<file path="src/sv/rld_pkg.sv">
package rld_pkg;

	localparam int IDX_W       = 9;
	localparam int COORD_W     = 32;
	localparam int TAG_W       = 32;
	localparam int STAT_W      = 2;
	localparam int DEPTH_DEF   = 256;
	localparam int QUEUE_DEPTH = 2;

	localparam logic [IDX_W-1:0] CAP_RESET = IDX_W'(256);

	typedef enum logic [1:0] {
		OP_CLEAR,
		OP_QUERY,
		OP_APPEND
	} op_t;

	typedef enum logic [STAT_W-1:0] {
		ST_APPENDED = 2'd0,
		ST_OVERLAP  = 2'd1,
		ST_FULL     = 2'd2,
		ST_CLEARED  = 2'd3
	} status_t;

	typedef enum logic [1:0] {
		B_IDLE,
		B_SCAN,
		B_DECIDE,
		B_RESULT
	} back_st_t;

	typedef struct packed {
		logic signed [COORD_W-1:0] left;
		logic signed [COORD_W-1:0] top;
		logic signed [COORD_W-1:0] right;
		logic signed [COORD_W-1:0] bottom;
	} rect_t;

	typedef struct packed {
		op_t              op;
		logic [IDX_W-1:0] first_idx;
		logic [IDX_W-1:0] end_idx;
		logic             mark;
		rect_t            rect;
		logic [TAG_W-1:0] tag_a;
		logic [TAG_W-1:0] tag_b;
	} req_t;

	typedef struct packed {
		status_t          status;
		logic [IDX_W-1:0] slot;
		logic             carried;
	} rsp_t;

endpackage

</file>
<file path="src/sv/rld_queue.sv">
module rld_queue (
	input  logic          clk,
	input  logic          arst_n,
	input  logic          push_valid,
	output logic          push_ready,
	input  rld_pkg::req_t push_item,
	output logic          pop_valid,
	input  logic          pop_ready,
	output rld_pkg::req_t pop_item
);
	import rld_pkg::*;

	localparam int QW = (QUEUE_DEPTH > 1) ? $clog2(QUEUE_DEPTH) : 1;
	localparam int FW = $clog2(QUEUE_DEPTH + 1);

	req_t          mem_q [QUEUE_DEPTH];
	logic [QW-1:0] wr_ptr_q;
	logic [QW-1:0] rd_ptr_q;
	logic [FW-1:0] fill_q;
	logic          push;
	logic          pop;

	function automatic logic [QW-1:0] ptr_next(input logic [QW-1:0] ptr);
		logic [QW-1:0] res;
		if (ptr == QW'(QUEUE_DEPTH - 1)) begin
			res = '0;
		end else begin
			res = ptr + 1'b1;
		end
		return res;
	endfunction

	assign push_ready = fill_q != FW'(QUEUE_DEPTH);
	assign pop_valid  = fill_q != '0;
	assign push       = push_valid && push_ready;
	assign pop        = pop_valid && pop_ready;
	assign pop_item   = mem_q[rd_ptr_q];

	always_ff @(posedge clk or negedge arst_n) begin
		if (!arst_n) begin
			wr_ptr_q <= '0;
			rd_ptr_q <= '0;
			fill_q   <= '0;
		end else begin
			if (push) begin
				wr_ptr_q <= ptr_next(wr_ptr_q);
			end
			if (pop) begin
				rd_ptr_q <= ptr_next(rd_ptr_q);
			end
			if (push && !pop) begin
				fill_q <= fill_q + 1'b1;
			end else if (pop && !push) begin
				fill_q <= fill_q - 1'b1;
			end
		end
	end

	always_ff @(posedge clk) begin
		if (push) begin
			mem_q[wr_ptr_q] <= push_item;
		end
	end

	a_fill_bound: assert property (@(posedge clk) disable iff (!arst_n)
		fill_q <= FW'(QUEUE_DEPTH)) else $error("queue fill above depth");
	a_fill_up: assert property (@(posedge clk) disable iff (!arst_n)
		(push && !pop) |=> fill_q == $past(fill_q) + 1'b1) else $error("push lost");
	a_fill_down: assert property (@(posedge clk) disable iff (!arst_n)
		(pop && !push) |=> fill_q == $past(fill_q) - 1'b1) else $error("pop lost");

endmodule

</file>
<file path="config.mk">
export PLATFORM = sky130hd
export DESIGN_NAME = rld_queue
export DESIGN_NICKNAME = d
export VERILOG_FILES = /design/src/sv/rld_pkg.sv /design/src/sv/rld_queue.sv
export SDC_FILE = /design/constraint.sdc
export NUM_CORES = 1
export LEC_CHECK = 0
export BUFFER_PORTS_ARGS = -buffer_cell sky130_fd_sc_hd__buf_2
export CAP_MARGIN = 5
export CORE_MARGIN = 2
export CORE_UTILIZATION = 47
export DETAILED_ROUTE_END_ITERATION = 10
export PLACE_DENSITY_LB_ADDON = 0.15
export SLEW_MARGIN = 30
export SYNTH_ARGS = -nofsm -noshare
export SYNTH_HDL_FRONTEND = slang
export SYNTH_SLANG_ARGS = --single-unit
</file>
<file path="constraint.sdc">
create_clock -name clk -period 10 [get_ports clk]
set_input_delay 0.5 -clock clk [delete_from_list [all_inputs] [get_ports clk]]
set_output_delay 0.5 -clock clk [all_outputs]
set_load 0.01 [all_outputs]
</file>
Yosys cells after proc, flatten, opt, wreduce, memory -nomap -nowiden
Memories as Yosys holds them, arrays and structs flattened.
Cells that the tools add are included.
{"block": "word_totals", "elab_cells": 23, "inputBits": 217, "latchBits": 0, "out_inout_bits": 215, "n_memories": 1, "reg_bits": 4, "romBits": 0, "mem_bits_rw": 426}
{"memory": "mem_q", "depth": 2, "width": 213, "read_ports": 1, "rd_ports_with_merged_regs": 0, "write_ports": 1, "line": "rld_queue.sv:16", "text": "req_t mem_q [QUEUE_DEPTH];"}
{"block": "op_classes", "muxes": 6, "n_eq_ne": 1, "div": 0, "n_addsub": 4, "multipliers": 0, "shifts": 0, "reduce_logical": 8, "n_lt_le_gt_ge": 0, "bitwise": 0}
{"operator": "logical AND 1 bit", "n": 4}
{"operator": "2-to-1 mux 1 bit", "n": 4}
{"operator": "2-to-1 mux 2 bit", "n": 2}
{"operator": "nonzero test 2 bit", "n": 2}
{"operator": "adder 1 bit (second input constant)", "n": 2}
{"operator": "adder 2 x 1 -> 2 bit (second input constant)", "n": 1}
{"operator": "zero test 1 bit", "n": 2}
{"operator": "!= test 2 bit (second input constant)", "n": 1}
{"operator": "subtractor 2 x 1 -> 2 bit (second input constant)", "n": 1}

Logic depth before layout (Yosys ltp)
{"block": "depth", "ltp_word": 6, "depth_mapped": 7, "mapped_depth_nobuf": 7}

Least setup slack after synthesis
OpenSTA, ideal clock, no wires.
{"block": "synth_timing", "path_kind": "register to register", "from": "register fill_q[0]", "to": "memory mem_q[0][0] (netlist name), enable pin", "required_ns": 9.210, "path_buffers": 0, "synth_period_minus_slack_ns": 10.318, "t_arrival_ns": 9.528, "path_slack_ns": -0.318, "path_stages_with_launch": 4, "setup_time_ns": 0.790, "cell_sequence": "dfrtp_1 > nand2b_1 > nand2_1 > nor2_1"}
{"block": "synth_between", "elab_chain_len": 4}
{"element": "from (decl)", "line": "rld_queue.sv:19", "text": "logic [FW-1:0] fill_q;"}
{"element": "from (signal assigned)", "line": "rld_queue.sv:52", "text": "fill_q <= fill_q + 1'b1;"}
{"element": "from (signal assigned)", "line": "rld_queue.sv:54", "text": "fill_q <= fill_q - 1'b1;"}
{"element": "!= test 2 bit", "line": "rld_queue.sv:33", "text": "assign push_ready = fill_q != FW'(QUEUE_DEPTH);"}
{"element": "named net push_ready", "line": "rld_queue.sv:5", "text": "output logic push_ready,"}
{"element": "logical AND 1 bit", "line": "rld_queue.sv:35", "text": "assign push = push_valid && push_ready;"}
{"element": "2-to-1 mux 1 bit", "line": "rld_queue.sv:60", "text": "if (push) begin"}
{"element": "2-to-1 mux 1 bit (implied by the code)", "line": "rld_queue.sv:61", "text": "mem_q[wr_ptr_q] <= push_item;"}
{"element": "to (decl)", "line": "rld_queue.sv:16"}
The timed path passes the listed nets, and every way through them passes these cells.

==> impl_metrics.tcl <==
set metrics [dict create \
    run_status "complete, no violations" \
    yosys_warnings 0 \
    r2r_cells 4 \
    port_buffers 431 \
    critical-path-slowest-cell "dfrtp_4" \
    clk_latency_ps 510 \
    r2r-end "mem_q[1][145]" \
    crit_cells 4 \
    power.leakage_nw 7.99 \
    drc 0 \
    crit_fanout 60 \
    rows 68 \
    place_area_mm2 0.0188 \
    critical_path.max_stage_delay_ps 960 \
    crit_type "reg -> out" \
    drv_cap 0 \
    syn_avg_cell_area_um2 23.8 \
    hold_viol_final 0 \
    vias 7882 \
    worstSetupStartpointType "flop" \
    cp_cell_sequence "buf_6, buf_4, mux2_4, buf_2" \
    hpwlAfterDp_mm 22.0 \
    start_util_pct 47.3 \
    p_per_area_mw_per_mm2 297 \
    finalInstanceArea_mm2 0.0202 \
    vdd_drop_max_v 0.000210 \
    hp-class "in -> reg" \
    layout-drive-gt1-share_pct 61.1 \
    cp.required_ps 9500 \
    clk_root_buffer_cell "clkbuf_16" \
    die_area_mm2 0.0360 \
    cts_buffer_depth 3 \
    crit_start "rd_ptr_q" \
    core_area_mm2 0.0343 \
    cts_tree "done" \
    drtIter0Drc 386 \
    synthDistinctLibCells 15 \
    relSlewSlack_pct 33.7 \
    cts_sinks 430 \
    die_x_um 190 \
    first_pass_iters 6 \
    ys_seq_area_share_pct 79.5 \
    totalPowerFinal_w 0.00600 \
    clk_pin_slew_worst_paths_ps 60 \
    io-pin-count 432 \
    dieHeight_um 190 \
    fin_skew_ps 8.20 \
    grt_usage_pct 17.0 \
    overflow 0 \
    synth_cells 681 \
    syn_area_mm2 0.0162 \
    antenna_found_initial 11 \
    rsz0062_at_grt "no" \
    postRouteAntennaNets 0 \
    grt_pass1_vias 8086 \
    grt_max_degree 71 \
    postCtsSetupBuffers 0 \
    wirelength_mm 32.4 \
    end_kind "primary output" \
    synth_nets 899 \
    finalMaxSlewViolations 0 \
    cp.arrival_ps 3550 \
    fin_crit_sh_pct 40.5 \
    reg2reg_setup_slack_ps 7010 \
    grt_pass1_wl_mm 46.2 \
    fin_crit_ps 4050 \
    worst-path-buf-inv 3 \
    cts-htree-levels 2 \
    wl_per_cell_um 19.9 \
    ys_ff_latch 430 \
    holdWs_ps 166 \
    gp_congestion 0.794 \
    layout.nets 1362 \
    setup_viol 0 \
    r2r_start "fill_q[0]" \
    ctsResizeCount 0 \
    crit_family "buffers and inverters" \
    min-delay-start "push_item[39]" \
    hold_buffers 1 \
    routed_via_density 4.82 \
    final_util_pct 58.9 \
    cts_buffers 43 \
    finalSetupTns_ps 0 \
    synthToLayoutAreaGrowth_pct 24.5 \
    tightest_slew_ps 994 \
    crit_end "pop_item[135]" \
    fmax_mhz 247 \
]
==> layer usage <==
layer | global-route usage, % | routed length (um) | up-vias
li1 | - | - | 3654
met1 | 19.4 | 12100 | 3889
met2 | 30.0 | 16900 | 272
met3 | 5.90 | 2650 | 55
met4 | 5.61 | 748 | 12
met5 | 0 | 80 | -
==> per-stage QoR <==
step                      worst slack [ps]  instances
after global placement                6260       1553
after global routing                  5780       1632
after detailed placement              6470       1553
final                                 5950       1634
after floorplan                       3290        681
after CTS                             5900       1628
==> worst min path at each step <==
stage	to	slack [ps]	cells after the start
2_1_floorplan	fill_q[0]	200	0
3_5_place_dp	fill_q[1]	310	1
4_1_cts	mem_q[1][41]	140	1
6_report	mem_q[1][39]	170	1
5_1_grt	mem_q[1][35]	140	1
3_3_place_gp	fill_q[1]	310	1
==> where the power goes <==
group | leakage (nW) | internal, W | switching, W | total (W)
logic | 3.32 | 0.000912 | 0.000941 | 0.00185
clock network | 0.663 | 0.000919 | 0.000622 | 0.00154
registers | 4.00 | 0.00247 | 0.000140 | 0.00261
==> layout make-up <==
cell class | count | area, um^2
fill | 2623 | 14100
sequential | 430 | 12900
multi-input combinational | 226 | 3100
timing repair buffer | 442 | 2250
clock buffer | 53 | 1160
tap | 455 | 569
clock inverter | 21 | 201
antenna | 6 | 15.0
inverter | 1 | 3.75
==> cells in the mapped netlist <==
cell,n,area share [%]
dfrtp_1,4,0.62
mux2_4,160,15
nor2_1,2,0.046
or2_2,1,0.039
ha_1,1,0.077
buf_2,5,0.15
nand2b_1,1,0.039
nand2_1,2,0.046
buf_6,19,1.3
mux2_2,53,3.7
and3_1,1,0.039
edfxtp_1,426,79
inv_1,1,0.023
xor2_1,2,0.11
xnor2_1,3,0.16
==> flip-flops by register name, summed over array words and instances (netlist names) <==
register and count:
fill_q 2, mem_q 426, rd_ptr_q 1, wr_ptr_q 1
==> logic make-up after synthesis <==
group,Yosys count,synth area share (%)
flip-flops,430,79.5
multiplexers,213,18.5
AND/OR/NAND/NOR,7,0.208
XOR/XNOR,5,0.270
adder cells (fa/ha/maj),1,0.0771
buffers and inverters,25,1.50
==> placed cells by master (no fill, tap or decap), types with 2 or more instances in the layout <==
master	instances
buf_2	431
edfxtp_1	426
mux2_4	160
mux2_2	53
clkbuf_16	45
clkbuf_1	8
clkinv_2	8
buf_4	8
clkinv_1	7
diode_2	6
bufinv_16	4
xnor2_1	3
dfrtp_1	3
nand2_1	2
xor2_1	2
clkinvlp_4	2
buf_6	2
(Power assumes the default switching activity.)
