--- config.mk ---
export PLATFORM = sky130hd
export DESIGN_NAME = rld_front_flat
export DESIGN_NICKNAME = d
export VERILOG_FILES = /design/src/sv/rld_pkg.sv /design/src/sv/rld_if.sv /design/src/sv/rld_front.sv /design/src/flat_wrapper.sv
export SDC_FILE = /design/constraint.sdc
export NUM_CORES = 1
export LEC_CHECK = 0
export BUFFER_PORTS_ARGS = -buffer_cell sky130_fd_sc_hd__buf_2
export CORE_AREA = 5 5 165 167
export CTS_CLUSTER_SIZE = 40
export DETAILED_ROUTE_END_ITERATION = 10
export DIE_AREA = 0 0 170 172
export SETUP_SLACK_MARGIN = 0.3
export SLEW_MARGIN = 20
export SYNTH_ARGS = -nofsm -noshare
export SYNTH_HDL_FRONTEND = slang
export SYNTH_SLANG_ARGS = --single-unit
--- constraint.sdc ---
create_clock -name clk -period 5.3 [get_ports clk]
set_input_delay 0.795 -clock clk [delete_from_list [all_inputs] [get_ports clk]]
set_output_delay 0.795 -clock clk [all_outputs]
set_load 0.05 [all_outputs]
--- src/sv/rld_pkg.sv ---
package rld_pkg;

	localparam int IDX_W       = 9;
	localparam int COORD_W     = 32;
	localparam int TAG_W       = 32;
	localparam int STAT_W      = 2;
	localparam int DEPTH_DEF   = 256;
	localparam int QUEUE_DEPTH = 2;

	localparam logic [IDX_W-1:0] CAP_RESET = IDX_W'(256);

	typedef enum logic [1:0] {
		OP_CLEAR,
		OP_QUERY,
		OP_APPEND
	} op_t;

	typedef enum logic [STAT_W-1:0] {
		ST_APPENDED = 2'd0,
		ST_OVERLAP  = 2'd1,
		ST_FULL     = 2'd2,
		ST_CLEARED  = 2'd3
	} status_t;

	typedef enum logic [1:0] {
		B_IDLE,
		B_SCAN,
		B_DECIDE,
		B_RESULT
	} back_st_t;

	typedef struct packed {
		logic signed [COORD_W-1:0] left;
		logic signed [COORD_W-1:0] top;
		logic signed [COORD_W-1:0] right;
		logic signed [COORD_W-1:0] bottom;
	} rect_t;

	typedef struct packed {
		op_t              op;
		logic [IDX_W-1:0] first_idx;
		logic [IDX_W-1:0] end_idx;
		logic             mark;
		rect_t            rect;
		logic [TAG_W-1:0] tag_a;
		logic [TAG_W-1:0] tag_b;
	} req_t;

	typedef struct packed {
		status_t          status;
		logic [IDX_W-1:0] slot;
		logic             carried;
	} rsp_t;

endpackage

--- src/sv/rld_if.sv ---
interface rld_req_if;
	logic                                valid;
	logic                                ready;
	logic                                req_type;
	logic [rld_pkg::IDX_W-1:0]           start_index;
	logic [rld_pkg::IDX_W-1:0]           end_index;
	logic                                mark_flag;
	logic signed [rld_pkg::COORD_W-1:0]  query_left;
	logic signed [rld_pkg::COORD_W-1:0]  query_top;
	logic signed [rld_pkg::COORD_W-1:0]  query_right;
	logic signed [rld_pkg::COORD_W-1:0]  query_bottom;
	logic signed [rld_pkg::TAG_W-1:0]    tag_first;
	logic signed [rld_pkg::TAG_W-1:0]    tag_second;

	modport source (
		output valid, req_type, start_index, end_index, mark_flag,
		output query_left, query_top, query_right, query_bottom, tag_first, tag_second,
		input ready
	);
	modport sink (
		input valid, req_type, start_index, end_index, mark_flag,
		input query_left, query_top, query_right, query_bottom, tag_first, tag_second,
		output ready
	);
endinterface


--- src/sv/rld_front.sv ---
module rld_front (
	input  logic          clk,
	input  logic          arst_n,
	rld_req_if.sink       req,
	output rld_pkg::req_t item,
	output logic          item_valid,
	input  logic          item_ready
);
	import rld_pkg::*;

	req_t item_s1;
	logic v_s1;
	op_t  op_c;
	logic take;

	always_comb begin
		priority if (req.req_type) begin
			op_c = OP_CLEAR;
		end else if (req.start_index >= req.end_index) begin
			op_c = OP_APPEND;
		end else begin
			op_c = OP_QUERY;
		end
	end

	assign req.ready = !v_s1 || item_ready;
	assign take      = req.valid && req.ready;

	always_ff @(posedge clk or negedge arst_n) begin
		if (!arst_n) begin
			v_s1 <= 1'b0;
		end else if (take) begin
			v_s1 <= 1'b1;
		end else if (item_ready) begin
			v_s1 <= 1'b0;
		end
	end

	always_ff @(posedge clk) begin
		if (take) begin
			item_s1.op          <= op_c;
			item_s1.first_idx   <= req.start_index;
			item_s1.end_idx     <= req.end_index;
			item_s1.mark        <= req.mark_flag;
			item_s1.rect.left   <= req.query_left;
			item_s1.rect.top    <= req.query_top;
			item_s1.rect.right  <= req.query_right;
			item_s1.rect.bottom <= req.query_bottom;
			item_s1.tag_a       <= req.tag_first;
			item_s1.tag_b       <= req.tag_second;
		end
	end

	assign item       = item_s1;
	assign item_valid = v_s1;

endmodule

--- src/flat_wrapper.sv ---
// flat-port wrapper written by rule: the top's interface ports become plain ports
module rld_front_flat import rld_pkg::*;
  (clk, arst_n, item, item_valid, item_ready, req_valid, req_req_type, req_start_index, req_end_index, req_mark_flag, req_query_left, req_query_top, req_query_right, req_query_bottom, req_tag_first, req_tag_second, req_ready);
  rld_req_if req_i ();
  input  logic clk;
  input  logic arst_n;
  output rld_pkg::req_t item;
  output logic item_valid;
  input  logic item_ready;
  input wire logic [$bits(req_i.valid)-1:0] req_valid;
  input wire logic [$bits(req_i.req_type)-1:0] req_req_type;
  input wire logic [$bits(req_i.start_index)-1:0] req_start_index;
  input wire logic [$bits(req_i.end_index)-1:0] req_end_index;
  input wire logic [$bits(req_i.mark_flag)-1:0] req_mark_flag;
  input wire logic [$bits(req_i.query_left)-1:0] req_query_left;
  input wire logic [$bits(req_i.query_top)-1:0] req_query_top;
  input wire logic [$bits(req_i.query_right)-1:0] req_query_right;
  input wire logic [$bits(req_i.query_bottom)-1:0] req_query_bottom;
  input wire logic [$bits(req_i.tag_first)-1:0] req_tag_first;
  input wire logic [$bits(req_i.tag_second)-1:0] req_tag_second;
  output wire logic [$bits(req_i.ready)-1:0] req_ready;
  assign req_i.valid = req_valid;
  assign req_i.req_type = req_req_type;
  assign req_i.start_index = req_start_index;
  assign req_i.end_index = req_end_index;
  assign req_i.mark_flag = req_mark_flag;
  assign req_i.query_left = req_query_left;
  assign req_i.query_top = req_query_top;
  assign req_i.query_right = req_query_right;
  assign req_i.query_bottom = req_query_bottom;
  assign req_i.tag_first = req_tag_first;
  assign req_i.tag_second = req_tag_second;
  assign req_ready = req_i.ready;
  rld_front u_core (.clk(clk), .arst_n(arst_n), .req(req_i), .item(item), .item_valid(item_valid), .item_ready(item_ready));
endmodule
* Word level (Yosys, flattened, before mapping)
Cells that the tools add are included.
** Word-level totals
- Register bits after elaboration :: 214
- Logic and storage cells :: 19
- Output and inout port bits :: 215
- Bits of input ports :: 216
** Cells by class
- Magnitude comparators :: 1
- Reductions and logical operators :: 4
- Mux-type cells :: 3
** Operator list (number)
- >= comparator 9 bit :: 1
- two-way mux 1 bit :: 2
- two-way mux 2 bit :: 1
- nonzero test 2 bit :: 1
- logical AND 1 bit :: 1
- zero test 1 bit :: 1
- logical OR 1 bit :: 1

* Logic depth before layout (Yosys ltp)
- Depth in word-level cells :: 4
- Mapped depth :: 6
- Mapped depth without buffers :: 6

* Least setup slack after synthesis
No wires, ideal clock.
- Path kind :: input -> register
- Start :: input item_ready
- End :: register u_core.item_s1 (netlist bit u_core.item[0]), enable pin
- Setup slack :: -1.472 ns
- Arrival :: 6.173 ns
- Stages on the path :: 2
- Data required time :: 4.701 ns
- Buffers on the path :: 0
- Library setup time :: 0.599 ns
- Cells stage by stage :: nand2b_1 and2_1
** On the way
- Word-level cells in the longest chain between the ends :: 2
** Ends and longest elaborated chain
- start, declared :: line flat_wrapper.sv:9 : input logic item_ready;
- logical OR 1 bit :: line rld_front.sv:26 : assign req.ready = !v_s1 || item_ready;
- logical AND 1 bit :: line rld_front.sv:27 : assign take = req.valid && req.ready;
- named net u_core.take :: line rld_front.sv:14 : logic take;
- end, declared :: line rld_front.sv:11 : req_t item_s1;
The timed path passes the listed nets, and every way through them passes these cells.
A chain may end at the register's enable or synchronous reset.

* Final worst setup path
- Start :: input item_ready
- End :: output req_ready
** On the way
- Word-level cells in the longest chain between the ends :: 1
** Ends and longest elaborated chain
- logical OR 1 bit :: line rld_front.sv:26
- end, declared :: line flat_wrapper.sv:21 : output wire logic [$bits(req_i.ready)-1:0] req_ready;
No other way between the ends.

==> impl_results.md <==
- Status: completed
- Initial antenna violation count: 9
- Slew HR: 62.65%
- Number of post-CTS setup repair buffers: 0
- Crit. Startpoint: item_ready
- # clock sinks: 214
- Footprint of the multi-input gates: 221.5 um^2
- Pin count of the biggest net entering global routing: 90
- Worst-skew pair later-pin latency: 0.50 ns
- Fraction of layout instances using a drive strength above 1: 64.41%
- Drt wl/cell: 18.62 um
- First-pass GRT wire length: 26230 um
- Setup_tns: 0 ns
- R2R setup slack: 3.39 ns
- Fillcell total: 2395
- Fmax: 486.2 MHz
- Final hold vios: 0
- Hold Crit Class: in2async
- Drt pass-1 iters: 4
- Layout Nets: 934
- RSZ-0062 raised after global routing: false
- Crit start category: input pin
- CP Class: in2out
- DR iter-0 viols: 187
- Yosys cell types: 14
- Peak supply drop: 213.0 uV
- Ports: 431
- Mean post-synth cell area: 26.59 um^2
- HPWL after DPL: 15780 um
- PortBufs: 430
- Yosys reg bits: 214
- Synth warn: 0
- Max Cap Viol: 0
- CTS hold repair buffers: 0
- Slowest cell on the critical path: buf_2
- Via Count: 4156
- Seq/Total Area, Yosys: 96.21%
- Tightest Pin Transition: 0.5602 ns
- Tot GR Track Use: 12.00%
- Static Leak: 4.285 nW
- Initial Util: 26.05%
- Final wirelength: 19790 um
- Die height: 172 um
- Clock skew: 0.008624 ns
- Area of the die: 0.02924 mm^2
- Area grow syn2layout: 50.97%
- Post-route ant nets: 0
- Syn Inst Count: 251
- Root Buffer: clkbuf_16
- Total CTS buffers: 24
- Critical Path Fanout Max: 3
- Max stage delay on crit path: 0.22 ns
- Reg clk slew, reported paths: 0.06 ns
- Design Power: 4.183 mW
- Vias in the first global route: 4343
- Most used cell, CP: buf_2
- CORE AREA: 0.02562 mm^2
- CTS tree: done
- Pwr/cell area: 415.1 mW/mm^2
- Final setup vio count: 0
- CP cell instances: buf_2, nand2b_1, buf_2
- Finished Core Util: 39.33%
- Final period utilization: 38.81%
- Via-to-Cell Ratio: 3.910
- Site Rows: 59
- Crit path time final: 2.057 ns
- GPL Wtd Cong: 0.7748
- Reg-to-Reg Start: u_core.item_valid
- CP Capture Type: output pin
- Post-CTS Resized: 0
- Syn_nets: 476
- H-tree levels: 1
- Post-Syn Area: 0.006674 mm^2
- Worst path arrival time: 1.26 ns
- CP required: 4.51 ns
- Clk buf depth: 3
- Hold WS: 0.06156 ns
- Final max-slew violation count: 0
- Storage cell area: 0.006421 mm^2
- Remaining Overflow, GRT: 0
- # DRC: 0
- DIE WIDTH: 170 um
flip-flops by register name, summed over array words and instances (netlist names):
signal	cells
u_core.item_valid	1
u_core.item	213
where the power goes:
part | internal (mW) | total (mW) | switching, mW
combinational | 0.124 | 0.553 | 0.429
clock | 1.00 | 1.63 | 0.629
sequential | 1.98 | 2.00 | 0.0226
total | 3.10 | 4.18 | 1.08
logic make-up (layout without fill, tap and decap cells):
logic type | after synthesis | in the layout | share of synthesized area (%)
flip-flops | 214 | 214 | 96.21
AND/OR/NAND/NOR | 12 | 12 | 0.8999
adder cells (fa/ha/maj) | 9 | 9 | 1.687
buffers and inverters | 9 | 483 | 0.5062
AO/OA/AOI/OAI | 7 | 7 | 0.6936
other | 0 | 3 | 0
synthesized netlist by cell type:
library cell  instances  area share, %
a211oi_2              1           0.19
a21oi_1               3           0.22
a21oi_2               1           0.13
and2_1                1          0.094
dfrtp_1               1           0.37
edfxtp_1            213             96
ha_1                  9            1.7
inv_1                 9           0.51
nand2_1               3           0.17
nand2b_1              2           0.19
nand4_1               1          0.094
nor2_1                3           0.17
nor2b_1               2           0.19
o21ai_1               2           0.15
placed cells by master, fill, tap and decap left out, drive strengths merged, types with 3 or more instances in the layout:
cell and count:
clkinv 9, buf 432, edfxtp 213, clkbuf 28, diode 3, nor2 3, ha 9, nand2 3
a21oi 4, inv 11, bufinv 3
metal layers:
metal | up-vias | global-route usage (%) | share of wire (%)
li1 | 1920 | - | -
met1 | 1936 | 13.19 | 35
met2 | 243 | 21.25 | 51
met3 | 45 | 4.870 | 12
met4 | 12 | 3.924 | 2.3
met5 | - | 0 | 0.38
per-stage QoR:
| step | cells | setup slack, ns | cell area (um^2) |
|---|---|---|---|
| global route | 1063 | 3.179 | 10080 |
| finish | 1063 | 3.243 | 10080 |
| floorplan | 251 | 0.8742 | 6675 |
| detailed placement | 1018 | 2.855 | 9288 |
| CTS | 1060 | 3.225 | 10070 |
| global placement | 1018 | 2.889 | 9288 |
path summary, 6_finish.rpt:
path / to / cells past startpoint
worst min register to register: u_core.item_valid / 2
worst max-delay path: req_ready / 3
min in group clk: u_core.item[137] / 1
worst min-delay path: u_core.item_valid / 1
worst max register to register: u_core.item[26] / 3
max in group asynchronous: u_core.item_valid / 1
critical path: cells and delay by family:
kind | cells | cell delay (ns)
buf+inv | 2 | 0.31
simple gates | 1 | 0.15
cell type report:
type	instances	area share, %
clock buffer	28	6.321
clock inverter	14	1.428
timing repair buffer	432	21.76
tap	335	4.160
sequential	214	63.73
inverter	9	0.3353
multi-input combinational	28	2.198
antenna	3	0.07451
No activity file was read; power rests on OpenSTA's default activity.
